==> src/lfpd_pkg.sv <==
// Shared types and constants for the line-follow PID motor drive block.
package lfpd_pkg;

  localparam int SAMPLE_W   = 12;
  localparam int FACTOR_W   = 16;
  localparam int DIGIT_W    = 4;
  localparam int SCAN_PRODW = SAMPLE_W + FACTOR_W;
  localparam int SCAN_ERRW  = 20;
  localparam int ERR_W      = 18;
  localparam int INTEG_W    = 21;
  localparam int DERIV_W    = 19;
  localparam int GAIN_W     = 32;
  localparam int BASE_W     = 16;
  localparam int OPND_W     = 24;
  localparam int MAC_PRODW  = GAIN_W + OPND_W;
  localparam int QSUM_W     = 58;
  localparam int FRAC_W     = 16;
  localparam int DUTY_W     = 11;
  localparam int CFG_W      = 64;
  localparam int CFG_IDX_W  = 3;
  localparam int SIDE_MAX   = 4;

  localparam logic signed [ERR_W-1:0]   ERR_MAX   = 18'sd131071;
  localparam logic signed [ERR_W-1:0]   ERR_MIN   = -18'sd131072;
  localparam logic signed [INTEG_W:0]   INTEG_MAX = 22'sd1000000;
  localparam logic signed [INTEG_W:0]   INTEG_MIN = -22'sd1000000;

  // Register indexes of the configuration port
  localparam logic [CFG_IDX_W-1:0] CFG_GAIN_P      = 3'd0;
  localparam logic [CFG_IDX_W-1:0] CFG_GAIN_I      = 3'd1;
  localparam logic [CFG_IDX_W-1:0] CFG_GAIN_D      = 3'd2;
  localparam logic [CFG_IDX_W-1:0] CFG_BASE_DRIVE  = 3'd3;
  localparam logic [CFG_IDX_W-1:0] CFG_SCALE_RIGHT = 3'd4;
  localparam logic [CFG_IDX_W-1:0] CFG_SCALE_LEFT  = 3'd5;

  typedef enum logic [2:0] {
    ST_IDLE,
    ST_SCAN,
    ST_SAT,
    ST_MUL,
    ST_DRIVE
  } state_t;

  typedef struct packed {
    logic [SAMPLE_W-1:0] right_s0;
    logic [SAMPLE_W-1:0] right_s1;
    logic [SAMPLE_W-1:0] right_s2;
    logic [SAMPLE_W-1:0] right_s3;
    logic [SAMPLE_W-1:0] left_s0;
    logic [SAMPLE_W-1:0] left_s1;
    logic [SAMPLE_W-1:0] left_s2;
    logic [SAMPLE_W-1:0] left_s3;
  } in_t;

  typedef struct packed {
    logic              left_forward;
    logic [DUTY_W-1:0] left_duty;
    logic              right_forward;
    logic [DUTY_W-1:0] right_duty;
  } out_t;

endpackage

==> src/line_follow_pid_motor_drive.sv <==
// Top level: line sensor error, PID step and differential wheel drive.
//
// One sensor scan yields one wheel-drive result. An accepted request runs these
// steps before its result is registered: the scan scales the eight samples one
// 4-bit nibble at a time through a 16x4 multiplier and hands the error on, three
// products (P, I, D) pass in turn through one shared 32x4 digit multiplier (the
// first starts in the cycle that saturates the error and updates the integral),
// the last product is added and both duties are clamped into the output register
// (once an earlier result there is taken). The block works on one request at a
// time and takes the next one in the cycle after the result is loaded into the
// output register, taken or not. Configuration writes take effect at once and are
// to be made only while the block is idle; the block itself does not enforce it.
module line_follow_pid_motor_drive #(
  parameter int SENSORS_PER_SIDE = 4,
  parameter int DUTY_LIMIT       = 2000
) (
  input  logic                              clk,
  input  logic                              rst,
  input  logic                              in_valid,
  output logic                              in_ready,
  input  lfpd_pkg::in_t                     in_data,
  output logic                              out_valid,
  input  logic                              out_ready,
  output lfpd_pkg::out_t                    out_data,
  input  logic                              cfg_write,
  input  logic [lfpd_pkg::CFG_IDX_W-1:0]    cfg_index,
  input  logic [lfpd_pkg::CFG_W-1:0]        cfg_data
);

  localparam longint LIM_Q = longint'(DUTY_LIMIT) <<< lfpd_pkg::FRAC_W;
  localparam logic signed [lfpd_pkg::QSUM_W-1:0] DUTY_LIM_Q = lfpd_pkg::QSUM_W'(LIM_Q);

  // Configuration registers
  logic signed [lfpd_pkg::GAIN_W-1:0] gain_p;
  logic signed [lfpd_pkg::GAIN_W-1:0] gain_i;
  logic signed [lfpd_pkg::GAIN_W-1:0] gain_d_per_tick;
  logic signed [lfpd_pkg::BASE_W-1:0] base_drive;
  logic [lfpd_pkg::CFG_W-1:0]         scale_right;
  logic [lfpd_pkg::CFG_W-1:0]         scale_left;

  lfpd_pkg::state_t state, state_next;

  logic signed [lfpd_pkg::INTEG_W-1:0] error_integral;
  logic signed [lfpd_pkg::ERR_W-1:0]   last_error;
  logic signed [lfpd_pkg::DERIV_W-1:0] deriv;
  logic signed [lfpd_pkg::QSUM_W-1:0]  qsum;
  logic [1:0]                          op;

  logic                                  scan_start;
  logic                                  scan_done;
  logic signed [lfpd_pkg::SCAN_ERRW-1:0] err_raw;
  logic                                  mac_start;
  logic                                  mac_done;
  logic signed [lfpd_pkg::GAIN_W-1:0]    mac_gain;
  logic signed [lfpd_pkg::OPND_W-1:0]    mac_opnd;
  logic signed [lfpd_pkg::MAC_PRODW-1:0] mac_prod;
  logic                                  out_load;

  logic signed [lfpd_pkg::ERR_W-1:0]   err_sat;
  logic signed [lfpd_pkg::INTEG_W:0]   integ_sum;
  logic signed [lfpd_pkg::INTEG_W-1:0] integ_sat;
  logic signed [lfpd_pkg::QSUM_W-1:0]  base_q;
  logic signed [lfpd_pkg::QSUM_W-1:0]  duty_l;
  logic signed [lfpd_pkg::QSUM_W-1:0]  duty_r;
  logic [lfpd_pkg::DUTY_W:0]           drv_l;
  logic [lfpd_pkg::DUTY_W:0]           drv_r;

  // Clamp a Q42.16 duty and split it into direction and integer magnitude
  function automatic logic [lfpd_pkg::DUTY_W:0] drive_f(
    input logic signed [lfpd_pkg::QSUM_W-1:0] q
  );
    logic signed [lfpd_pkg::QSUM_W-1:0] c;
    logic signed [lfpd_pkg::QSUM_W-1:0] a;
    c = q;
    if (q > DUTY_LIM_Q) c = DUTY_LIM_Q;
    if (q < -DUTY_LIM_Q) c = -DUTY_LIM_Q;
    a = c[lfpd_pkg::QSUM_W-1] ? -c : c;
    return {~c[lfpd_pkg::QSUM_W-1],
            a[lfpd_pkg::FRAC_W +: lfpd_pkg::DUTY_W]};
  endfunction

  // Configuration writes
  always_ff @(posedge clk) begin
    if (rst) begin
      gain_p          <= '0;
      gain_i          <= '0;
      gain_d_per_tick <= '0;
      base_drive      <= '0;
      scale_right     <= '0;
      scale_left      <= '0;
    end else if (cfg_write) begin
      case (cfg_index)
        lfpd_pkg::CFG_GAIN_P:      gain_p          <= cfg_data[lfpd_pkg::GAIN_W-1:0];
        lfpd_pkg::CFG_GAIN_I:      gain_i          <= cfg_data[lfpd_pkg::GAIN_W-1:0];
        lfpd_pkg::CFG_GAIN_D:      gain_d_per_tick <= cfg_data[lfpd_pkg::GAIN_W-1:0];
        lfpd_pkg::CFG_BASE_DRIVE:  base_drive      <= cfg_data[lfpd_pkg::BASE_W-1:0];
        lfpd_pkg::CFG_SCALE_RIGHT: scale_right     <= cfg_data;
        lfpd_pkg::CFG_SCALE_LEFT:  scale_left      <= cfg_data;
        default: ;
      endcase
    end
  end

  // Sensor scaling
  lfpd_scan #(
    .SENSORS_PER_SIDE(SENSORS_PER_SIDE)
  ) u_scan (
    .clk        (clk),
    .rst        (rst),
    .start      (scan_start),
    .samples    (in_data),
    .scale_right(scale_right),
    .scale_left (scale_left),
    .done       (scan_done),
    .err_raw    (err_raw)
  );

  // Error saturation and integral update
  always_comb begin
    if (err_raw > lfpd_pkg::SCAN_ERRW'(lfpd_pkg::ERR_MAX)) begin
      err_sat = lfpd_pkg::ERR_MAX;
    end else if (err_raw < lfpd_pkg::SCAN_ERRW'(lfpd_pkg::ERR_MIN)) begin
      err_sat = lfpd_pkg::ERR_MIN;
    end else begin
      err_sat = err_raw[lfpd_pkg::ERR_W-1:0];
    end
    integ_sum = (lfpd_pkg::INTEG_W+1)'(error_integral) + (lfpd_pkg::INTEG_W+1)'(err_sat);
    if (integ_sum > lfpd_pkg::INTEG_MAX) begin
      integ_sat = lfpd_pkg::INTEG_W'(lfpd_pkg::INTEG_MAX);
    end else if (integ_sum < lfpd_pkg::INTEG_MIN) begin
      integ_sat = lfpd_pkg::INTEG_W'(lfpd_pkg::INTEG_MIN);
    end else begin
      integ_sat = integ_sum[lfpd_pkg::INTEG_W-1:0];
    end
  end

  // Multiplier operands: gain follows the running product, the operand is
  // loaded at start for the next one (fresh error, new integral, difference)
  always_comb begin
    case (op)
      2'd0:    mac_gain = gain_p;
      2'd1:    mac_gain = gain_i;
      default: mac_gain = gain_d_per_tick;
    endcase
    if (state == lfpd_pkg::ST_SAT) begin
      mac_gain = gain_p;
      mac_opnd = lfpd_pkg::OPND_W'(err_sat);
    end else if (op == 2'd0) begin
      mac_opnd = lfpd_pkg::OPND_W'(error_integral);
    end else begin
      mac_opnd = lfpd_pkg::OPND_W'(deriv);
    end
  end

  lfpd_mac u_mac (
    .clk   (clk),
    .rst   (rst),
    .start (mac_start),
    .mcand (mac_gain),
    .mplier(mac_opnd),
    .done  (mac_done),
    .prod  (mac_prod)
  );

  // Next state
  always_comb begin
    state_next = state;
    case (state)
      lfpd_pkg::ST_IDLE:  if (in_valid) state_next = lfpd_pkg::ST_SCAN;
      lfpd_pkg::ST_SCAN:  if (scan_done) state_next = lfpd_pkg::ST_SAT;
      lfpd_pkg::ST_SAT:   state_next = lfpd_pkg::ST_MUL;
      lfpd_pkg::ST_MUL:   if (mac_done && op == 2'd2) state_next = lfpd_pkg::ST_DRIVE;
      lfpd_pkg::ST_DRIVE: if (!out_valid || out_ready) state_next = lfpd_pkg::ST_IDLE;
      default:            state_next = lfpd_pkg::ST_IDLE;
    endcase
  end

  // State outputs
  always_comb begin
    in_ready   = (state == lfpd_pkg::ST_IDLE);
    scan_start = (state == lfpd_pkg::ST_IDLE) && in_valid;
    mac_start  = (state == lfpd_pkg::ST_SAT)
              || ((state == lfpd_pkg::ST_MUL) && mac_done && (op != 2'd2));
    out_load   = (state == lfpd_pkg::ST_DRIVE) && (!out_valid || out_ready);
  end

  always_ff @(posedge clk) begin
    if (rst) begin
      state <= lfpd_pkg::ST_IDLE;
    end else begin
      state <= state_next;
    end
  end

  // PID state and product accumulation
  always_ff @(posedge clk) begin
    if (rst) begin
      error_integral <= '0;
      last_error     <= '0;
      op             <= '0;
    end else if (state == lfpd_pkg::ST_SAT) begin
      error_integral <= integ_sat;
      last_error     <= err_sat;
      deriv          <= lfpd_pkg::DERIV_W'(err_sat) - lfpd_pkg::DERIV_W'(last_error);
      qsum           <= '0;
      op             <= '0;
    end else if (state == lfpd_pkg::ST_MUL && mac_done) begin
      qsum <= qsum + lfpd_pkg::QSUM_W'(mac_prod);
      op   <= op + 2'd1;
    end
  end

  // Wheel duties
  assign base_q = lfpd_pkg::QSUM_W'(base_drive) <<< lfpd_pkg::FRAC_W;
  assign duty_l = qsum - base_q;
  assign duty_r = -base_q - qsum;
  assign drv_l  = drive_f(duty_l);
  assign drv_r  = drive_f(duty_r);

  // Output register
  always_ff @(posedge clk) begin
    if (rst) begin
      out_valid <= 1'b0;
    end else begin
      if (out_load) begin
        out_valid              <= 1'b1;
        out_data.left_forward  <= drv_l[lfpd_pkg::DUTY_W];
        out_data.left_duty     <= drv_l[lfpd_pkg::DUTY_W-1:0];
        out_data.right_forward <= drv_r[lfpd_pkg::DUTY_W];
        out_data.right_duty    <= drv_r[lfpd_pkg::DUTY_W-1:0];
      end else if (out_ready) begin
        out_valid <= 1'b0;
      end
    end
  end

endmodule

==> src/lfpd_scan.sv <==
// Digit-serial sensor scaler: sums scaled left samples minus scaled right samples.
module lfpd_scan #(
  parameter int SENSORS_PER_SIDE = 4
) (
  input  logic                                 clk,
  input  logic                                 rst,
  input  logic                                 start,
  input  lfpd_pkg::in_t                        samples,
  input  logic [lfpd_pkg::CFG_W-1:0]           scale_right,
  input  logic [lfpd_pkg::CFG_W-1:0]           scale_left,
  output logic                                 done,
  output logic signed [lfpd_pkg::SCAN_ERRW-1:0] err_raw
);

  localparam int SR_W = $bits(lfpd_pkg::in_t);

  logic                                   busy;
  logic [SR_W-1:0]                        sr;
  logic [2:0]                             idx;
  logic [1:0]                             dig;
  logic [lfpd_pkg::SCAN_PRODW-1:0]        prod;
  logic signed [lfpd_pkg::SCAN_ERRW-1:0]  acc;

  logic [1:0]                             side_pos;
  logic [lfpd_pkg::FACTOR_W-1:0]          factor_raw;
  logic [lfpd_pkg::FACTOR_W-1:0]          factor;
  logic [lfpd_pkg::DIGIT_W-1:0]           digit;
  logic [lfpd_pkg::FACTOR_W+lfpd_pkg::DIGIT_W-1:0] pp;
  logic [lfpd_pkg::SCAN_PRODW-1:0]        prod_next;
  logic signed [lfpd_pkg::SCAN_ERRW-1:0]  term;
  logic signed [lfpd_pkg::SCAN_ERRW-1:0]  acc_next;
  logic                                   last_dig;
  logic                                   last_sensor;

  // Factor for the current sensor; unused sensors contribute nothing
  assign side_pos   = idx[1:0];
  assign factor_raw = idx[2] ? scale_left[{side_pos, 4'b0} +: lfpd_pkg::FACTOR_W]
                             : scale_right[{side_pos, 4'b0} +: lfpd_pkg::FACTOR_W];
  assign factor     = (int'(side_pos) < SENSORS_PER_SIDE) ? factor_raw : '0;

  // One sample nibble per cycle, MSB first
  assign digit     = sr[SR_W-1 -: lfpd_pkg::DIGIT_W];
  assign pp        = 20'(factor) * 20'(digit);
  assign prod_next = {prod[lfpd_pkg::SCAN_PRODW-lfpd_pkg::DIGIT_W-1:0], 4'b0}
                   + lfpd_pkg::SCAN_PRODW'(pp);
  assign term      = $signed({4'b0, prod_next[lfpd_pkg::SCAN_PRODW-1:12]});
  assign acc_next  = idx[2] ? acc + term : acc - term;
  assign last_dig    = (dig == 2'd2);
  assign last_sensor = (idx == 3'd7);

  assign err_raw = acc;

  always_ff @(posedge clk) begin
    if (rst) begin
      busy <= 1'b0;
      done <= 1'b0;
    end else begin
      done <= 1'b0;
      if (start) begin
        busy <= 1'b1;
        sr   <= samples;
        idx  <= '0;
        dig  <= '0;
        prod <= '0;
        acc  <= '0;
      end else if (busy) begin
        sr <= sr << lfpd_pkg::DIGIT_W;
        if (last_dig) begin
          prod <= '0;
          acc  <= acc_next;
          dig  <= '0;
          if (last_sensor) begin
            busy <= 1'b0;
            done <= 1'b1;
          end else begin
            idx <= idx + 3'd1;
          end
        end else begin
          dig  <= dig + 2'd1;
          prod <= prod_next;
        end
      end
    end
  end

endmodule

==> src/lfpd_mac.sv <==
// Digit-serial signed multiplier: 32-bit gain times 24-bit operand, 4 bits a cycle.
module lfpd_mac (
  input  logic                                  clk,
  input  logic                                  rst,
  input  logic                                  start,
  input  logic signed [lfpd_pkg::GAIN_W-1:0]    mcand,
  input  logic signed [lfpd_pkg::OPND_W-1:0]    mplier,
  output logic                                  done,
  output logic signed [lfpd_pkg::MAC_PRODW-1:0] prod
);

  localparam int PP_W = lfpd_pkg::GAIN_W + lfpd_pkg::DIGIT_W + 1;

  logic                         busy;
  logic                         first;
  logic [2:0]                   cnt;
  logic [lfpd_pkg::OPND_W-1:0]  sr;

  logic [lfpd_pkg::DIGIT_W-1:0]        digit;
  logic signed [lfpd_pkg::DIGIT_W:0]   dig_s;
  logic signed [PP_W-1:0]              mcand_x;
  logic signed [PP_W-1:0]              dig_x;
  logic signed [PP_W-1:0]              pp;
  logic signed [lfpd_pkg::MAC_PRODW-1:0] prod_next;

  // Horner form, MSB digit first; only the top digit carries sign
  assign digit     = sr[lfpd_pkg::OPND_W-1 -: lfpd_pkg::DIGIT_W];
  assign dig_s     = first ? $signed({digit[3], digit}) : $signed({1'b0, digit});
  assign mcand_x   = PP_W'(mcand);
  assign dig_x     = PP_W'(dig_s);
  assign pp        = mcand_x * dig_x;
  assign prod_next = (first ? '0 : (prod <<< lfpd_pkg::DIGIT_W))
                   + lfpd_pkg::MAC_PRODW'(pp);

  always_ff @(posedge clk) begin
    if (rst) begin
      busy <= 1'b0;
      done <= 1'b0;
    end else begin
      done <= 1'b0;
      if (start) begin
        busy  <= 1'b1;
        first <= 1'b1;
        cnt   <= '0;
        sr    <= mplier;
      end else if (busy) begin
        first <= 1'b0;
        sr    <= sr << lfpd_pkg::DIGIT_W;
        prod  <= prod_next;
        cnt   <= cnt + 3'd1;
        if (cnt == 3'd5) begin
          busy <= 1'b0;
          done <= 1'b1;
        end
      end
    end
  end

endmodule

==> config.mk <==
export PLATFORM = sky130hd
export DESIGN_NAME = line_follow_pid_motor_drive
export DESIGN_NICKNAME = d
export VERILOG_FILES = /design/src/lfpd_pkg.sv /design/src/line_follow_pid_motor_drive.sv /design/src/lfpd_scan.sv /design/src/lfpd_mac.sv
export SDC_FILE = /design/constraint.sdc
export NUM_CORES = 2
export LEC_CHECK = 0
export BUFFER_PORTS_ARGS = -buffer_cell sky130_fd_sc_hd__clkbuf_2
export CAP_MARGIN = 20
export CORE_MARGIN = 2
export CORE_UTILIZATION = 50
export CTS_CLUSTER_DIAMETER = 120
export DETAILED_ROUTE_END_ITERATION = 6
export PLACE_DENSITY = 0.67
export SETUP_SLACK_MARGIN = 0.1
export SLEW_MARGIN = 10
export SYNTH_ARGS = -nofsm -noshare
export SYNTH_HDL_FRONTEND = slang
export SYNTH_SLANG_ARGS = --single-unit
==> constraint.sdc <==
create_clock -name clk -period 17 [get_ports clk]
set_clock_uncertainty 0.2 [all_clocks]
set_input_delay 3.4 -clock clk [delete_from_list [all_inputs] [get_ports clk]]
set_output_delay 3.4 -clock clk [all_outputs]
set_load 0.05 [all_outputs]
======== Yosys cells after proc, flatten, opt, wreduce, memory -nomap -nowiden ========
Cells that the tools add are included.
operators by class
  magnitude comparators ................... 8
  mux-type cells .......................... 50
  $add $sub $neg .......................... 16
  shift-type cells ........................ 2
  bitwise logic cells ..................... 7
  reductions and logical operators ........ 34
  equality and inequality tests ........... 20
  multipliers ............................. 2
operators by type and width
  cell                    count
  $mux W58                5
  $mux W96                2
  $mux W24                6
  $shiftx A64 B7 Y16      2
  $gt A58 B28 Y1 const B  2
  $lt A58 B28 Y1 const B  2
  $pmux W32 S2            1
  $mux W20                3
  $add A58 B56 Y58        1
  $neg A32 Y58            1
  $sub A58 B32 Y58        1
  $sub A58 B58 Y58        1
  $add A56 B56 Y56        1
  $mux W56                1
  $mux W27                2
  $neg A27 Y27            2
  $mux W21                2
  $mul A32 B5 Y37         1
  $mux W18                2
  $mux W32                1
  $add A28 B20 Y28        1
  $mux W3                 8
  $add A21 B18 Y22        1
  $gt A22 B21 Y1 const B  1
  other kinds (34)        89
word-level totals
  bits in registers ....................... 619
  word-level logic and storage cells ...... 169
  bits of input ports ..................... 168
  output and inout port bits .............. 26

======== Logic depth before layout (Yosys ltp) ========
  depth in word-level cells ............... 8
  gate-level depth with buffers ........... 44
  gate-level depth less buffers ........... 42

======== By module ========
A second synthesis with hierarchy kept.
unflattened totals
  cells, all modules ...................... 5745
  area total of the unflattened synthesis .. 49850.3 sq um
modules (own cells, without submodules)
  module                       seq. area each (sq um)  cells each  instances  area an instance (sq um)
  line_follow_pid_motor_drive  8738.4                  3466        1          26893.3
  lfpd_mac                     2562.5                  1349        1          11969.0
  lfpd_scan                    4394.2                  930         1          10988.0

======== Worst setup path before layout ========
OpenSTA, ideal clock, no wires.
  path type ............................... register to register
  from .................................... register op[1]
  to ...................................... register u_mac.prod[54] (netlist name), data pin
  cell stages (with the launch flop) ...... 41
  required time ........................... 16.535 ns
  path slack .............................. 7.325 ns
  path buffers ............................ 2
  arrival ................................. 9.210 ns
  clock period less this slack ............ 9.675 ns
  setup time .............................. 0.265 ns
  path through ............................ dfxtp_1 -> inv_1 -> ha_1 -> clkbuf_1 -> nor2_1 -> clkbuf_1 -> a22oi_1 -> o21ai_0 -> and2_1 -> fa_1 -> fa_1 -> inv_1 -> fa_1 -> inv_1 -> ha_1 -> o21ai_0 -> o21ai_0 -> a2111oi_0 -> (+5 left out) -> nand3_1 -> nand2_1 -> o21ai_0 -> a21oi_1 -> xnor2_1 -> ha_1 -> a21o_1 -> a21o_1 -> a21oi_1 -> o21ai_0 -> a31o_2 -> o211a_1 -> o21a_1 -> o21a_1 -> or4_1 -> a31oi_1 -> o21ai_0 -> xor2_1
on the way
  cells in the longest elaborated chain, start to end .. 5
  elaborated cells between the ends (all ways) .. 6
  classes of those cells .................. add/sub (1); mul (1); eq/ne (1); mux (2); reduce/logical (1)
RTL lines
  element                                           RTL line                            RTL
  start, declared                                   line_follow_pid_motor_drive.sv:47   logic [1:0] op;
  start signal, assigned                            line_follow_pid_motor_drive.sv:209  op <= op + 2'd1;
  $eq A2 B1 Y1 or $logic_not A2 Y1 (tied branches)  line_follow_pid_motor_drive.sv:140  case (op)
  $pmux W32 S2 *                                    line_follow_pid_motor_drive.sv:140
  $mux W32 *                                        line_follow_pid_motor_drive.sv:145  if (state == lfpd_pkg::ST_SAT) begin
  $mul A32 B5 Y37 *                                 lfpd_mac.sv:31                      assign pp = mcand_x * dig_x;
  $add A56 B56 Y56 *                                lfpd_mac.sv:33                      + lfpd_pkg::MAC_PRODW'(pp);
  via u_mac.prod_next, one bit                      lfpd_mac.sv:24                      logic signed [lfpd_pkg::MAC_PRODW-1:0] prod_next;
  end signal, assigned                              lfpd_mac.sv:49                      prod <= prod_next;
  end, declared                                     lfpd_mac.sv:9                       output logic signed [lfpd_pkg::MAC_PRODW-1:0] prod
The timed path passes the listed nets; every way through them passes the cells marked *.
A chain may end at the register's enable or synchronous reset.

======== Worst setup path in the final report ========
  from .................................... register state[1]
  to ...................................... register u_mac.prod[54] (netlist name), data pin
on the way
  cells in the longest elaborated chain, start to end .. 4
RTL lines
  element                       RTL line                            RTL
  start, declared               line_follow_pid_motor_drive.sv:41   lfpd_pkg::state_t state, state_next;
  start signal, assigned        line_follow_pid_motor_drive.sv:189  state <= lfpd_pkg::ST_IDLE;
  start signal, assigned        line_follow_pid_motor_drive.sv:191  state <= state_next;
  $eq A3 B2 Y1                  line_follow_pid_motor_drive.sv:145
  $mux W32                      line_follow_pid_motor_drive.sv:145
  $mul A32 B5 Y37               lfpd_mac.sv:31
  $add A56 B56 Y56              lfpd_mac.sv:33
  via u_mac.prod_next, one bit  lfpd_mac.sv:24
The timed path passes the listed nets, and every way through them passes these cells.

==> summary.md <==
After synthesis, the mean cell area works out to 8.56 µm². Data arrives at the worst endpoint at 11.03 ns. The library cell used most frequently in the layout, excluding fill and tap cells, is sky130_fd_sc_hd__nand2_1. The logs give 0 for the hold violation count in the final report and 6921 for the count of non-filler cells in the finished layout.

The library cells used most frequently in the layout, excluding fill and tap cells, are 949 x sky130_fd_sc_hd__nand2_1, 553 x sky130_fd_sc_hd__a21oi_1, 483 x sky130_fd_sc_hd__inv_1, 419 x sky130_fd_sc_hd__ha_1, 376 x sky130_fd_sc_hd__nor2_1. For the synthesized cell area, the log shows 47100 µm². Row generation in the floorplan step produced 112 rows. The clock network accounts for 44.1% of the total power. Entering global routing, the biggest net connects 100 pins. Global routing used 23.4% of the available tracks across all layers. Fill cells in the final layout number 8541.

The run gives 0.0922 GHz as the maximum frequency from static timing analysis. The cell internal power dissipation is 2.80 mW, and the final-report max-slew violation count is 0. The critical path in this run is classified as register to register. The count of maximum capacitance violations was 0. Highest layer used for signal routing: met4. The total power divided by cell area is 72.6 nW/µm².

Using the TritonRoute via totals, the vias-per-cell ratio works out to 5.53. The slowest stage of the critical path belongs to the cell sky130_fd_sc_hd__a2111oi_0. The remaining global-route overflow came out at 0. The fraction of layout cells with a size suffix above 1 is 7.76%. For the multi-input logic area, the log shows 28900 µm². The post-synthesis to final-layout area growth was 9.95%; the clock input transition at the sequential cells of the worst setup and hold paths was 0.06 ns. The run gives 115 mm as the wire length reported by the detailed router. The CTS buffer count is 72. For this design the total switching power over the nets is 962 µW. In the final layout, flip-flops and latches occupy 15700 µm². The count of cell types in the netlist is 89. For this design the static power due to leakage is 21.9 nW. The tools report the sum of met2 wire segment lengths after detailed routing as 53.4 mm.

The number of gates resized after CTS was 0. Summing over every cut layer, the via total after detailed routing is 38300. The total number of clock tree sinks is 619. The tools report the critical path capture point type as a register. The class of the tightest hold or removal check was register to register.

The HPWL after detailed placement is 86.2 mm. The tools report the maximum ir drop on the vdd rail as 0.0000823 V. The placed cell area was 49300 µm². Post-CTS timing repair inserted 0 buffers for setup. The net count of the finished layout is 6341. In this run the worst path has a maximum fanout of 36.

The detailed router put a total of 53.8 mm of wire on met1. The height of the die is 311 µm, and the count of synthesis-stage warnings from yosys is 0. The area inside the core boundary was 93300 µm²; the actual slew at the worst max-slew pin was 1.08 ns. 0 antenna diodes ended up in the layout. For the number of global-route vias before repair, the log shows 36400.

Setup repair after global routing left no endpoint under its margin. The run gives 6.08 ns as the worst slack after detailed placement. The final hold slack is 0.248 ns, and the maximum single-stage delay on the critical path is 0.74 ns. The run finished with clean final reports. The period utilization works out to 63.8%. For the number of instances in the synthesized netlist, the log shows 5507. The number of nets handed over by synthesis was 6241.

Counting flops with a built-in enable in the synthesized netlist gives 330. The routed design uses 5.29 mm of met3 wire. Cell area after layout: 51800 µm². Sequential cells account for 43.7% of the total power. Combinational cells account for 12.2% of the total power. Data on the critical path is required at its endpoint by 17.18 ns.

The tools report the largest buffer count on any clock path as 3. From left edge to right edge, the die measures 311 µm. The routed design could run at a clock period as short as 10.85 ns.

For this configuration, the core starts out at a cell density of 50.5%. The design draws 3.76 mW. Of all flip-flops after synthesis, the portion carrying an async set or reset was 0%.

The pre-antenna-repair detailed-routing pass consisted of 6 iterations. Adding up every negative setup slack in the final design gives 0 ns. The final core area utilization is 55.5%, and the number of cells in the design after placement is 6786. During I/O placement, the number of pins put on the boundary was 194. TritonCTS built the clock tree.

The wire length of the first global-routing pass was 189 mm. Clock tree synthesis selected as its root buffer the cell sky130_fd_sc_hd__clkbuf_16. The clock reaches the later pin of the worst-skew pair after 0.66 ns. After layout, the worst setup slack is 6.15 ns. At the end of routability-driven placement, the weighted congestion stood at 0.889.

The average wire per standard cell was 16.6 µm. In this run the number of H-tree levels came out at 3. The primary flip-flop cell chosen by synthesis mapping was sky130_fd_sc_hd__edfxtp_1. The logs give 27.5% for the worst max-slew margin expressed relative to the limit and 0 for the number of failing setup endpoints in the final timing report. The iteration-0 DRC count of the detailed router is 2703, and the synthesized flop and latch total is 619. For this run, design rule violations remaining after detail routing come to 0. The logs give 96700 µm² for the die area and 0 for the number of antenna violations at the first check in global routing.

STA classifies the critical path startpoint as a register. Sequential cells were found to cover 33.3% of the synthesized design area. Net switching is 25.6% of the power. After clock tree synthesis, the flow added hold-fix buffers numbering 0. For the number of nets still failing antenna checks after routing, the log shows 0. Input and output buffers added on the ports amount to 193.
==> cell families (layout without fill, tap and decap cells) <==
logic type,Yosys count,after routing,share of synthesized area [%]
flip-flops,619,619,33.3
AND/OR/NAND/NOR,2019,2019,19.6
buffers and inverters,690,850,5.50
multiplexers,72,72,2.38
adder cells (fa/ha/maj),566,566,17.4
XOR/XNOR,304,304,5.65
AO/OA/AOI/OAI,1237,1237,16.2
==> worst max-delay path: cells and delay by family, from the launching register on <==
family                     cells  cell delay [ns]
buffers and inverters          1             0.06
AOI/OAI and AO/OA             20             5.28
and+or+nand+nor                7             2.14
adders and majority gates      5             2.19
xor gates and xnor gates       2             0.28
DFF                            1             0.42
==> flip-flops by register name (all words and copies together), names as in the netlist, 16 cells and up <==
register         cells
u_mac.sr            24
gain_p              32
base_drive          16
u_scan.sr           96
error_integral      21
u_scan.err_raw      20
scale_left          64
last_error          18
u_mac.prod          56
qsum                58
out_data            24
u_scan.prod         24
gain_d_per_tick     32
scale_right         64
deriv               19
gain_i              32
==> power by group through the flow <==
stage | clock, mW | combinational (mW) | sequential (mW)
final | 1.66 | 0.460 | 1.64
after global routing | 1.74 | 0.520 | 1.65
after CTS | 1.69 | 0.461 | 1.64
after detailed placement | 0 | 0.458 | 1.68
after global placement | 0 | 0.449 | 1.67
after floorplan | 0 | 0.341 | 1.67
==> per-layer routing <==
layer  GRT usage, %  vias to the layer above
li1               -                    19200
met1           32.7                    18100
met2           38.7                      845
met3           2.95                      137
met4           5.42                        0
met5              0                        -
==> Yosys cell counts, drive strengths merged (13+ instances only) <==
master	count	share of area (%)
nand2	950	7.6
a21oi	555	5.9
inv	485	3.9
ha	419	11
nor2	379	3.0
edfxtp	330	21
dfxtp	289	12
xnor2	219	4.1
o21ai	201	2.2
clkbuf	188	1.5
nor2b	162	2.2
and2	148	2.0
fa	147	6.2
a21o	113	1.8
xor2	85	1.6
nor3	74	0.79
nand2b	60	0.80
nand3	57	0.61
o21bai	46	0.73
nand4	43	0.57
a31oi	39	0.52
mux2i	38	0.81
and3	33	0.44
a22oi	32	0.51
mux4	32	1.5
nor4	32	0.44
o21a	28	0.45
a221oi	25	0.48
a211oi	24	0.43
o211ai	24	0.39
o31ai	20	0.34
or2	20	0.27
buf	16	0.14
or3	16	0.21
a221o	13	0.28
==> final cells by class <==
| class | count | share of cell area (%) |
|---|---|---|
| inverters | 486 | 3.53 |
| well taps | 1254 | 3.03 |
| clock buffers | 101 | 3.98 |
| repair buffers | 230 | 2.42 |
| multi-input cells | 4198 | 55.8 |
| flip-flops and latches | 619 | 30.3 |
| clock inverters | 33 | 0.937 |
==> worst paths after layout <==
path,start,slack [ns],depth (start not counted),to
min reg2reg,scale_right[52],0.25,2,scale_right[52]
max reg2reg,state[1],6.15,35,u_mac.prod[54]
max,state[1],6.15,35,u_mac.prod[54]
min,scale_right[52],0.25,2,scale_right[52]
Note: power is estimated with default switching activity, not from simulation.
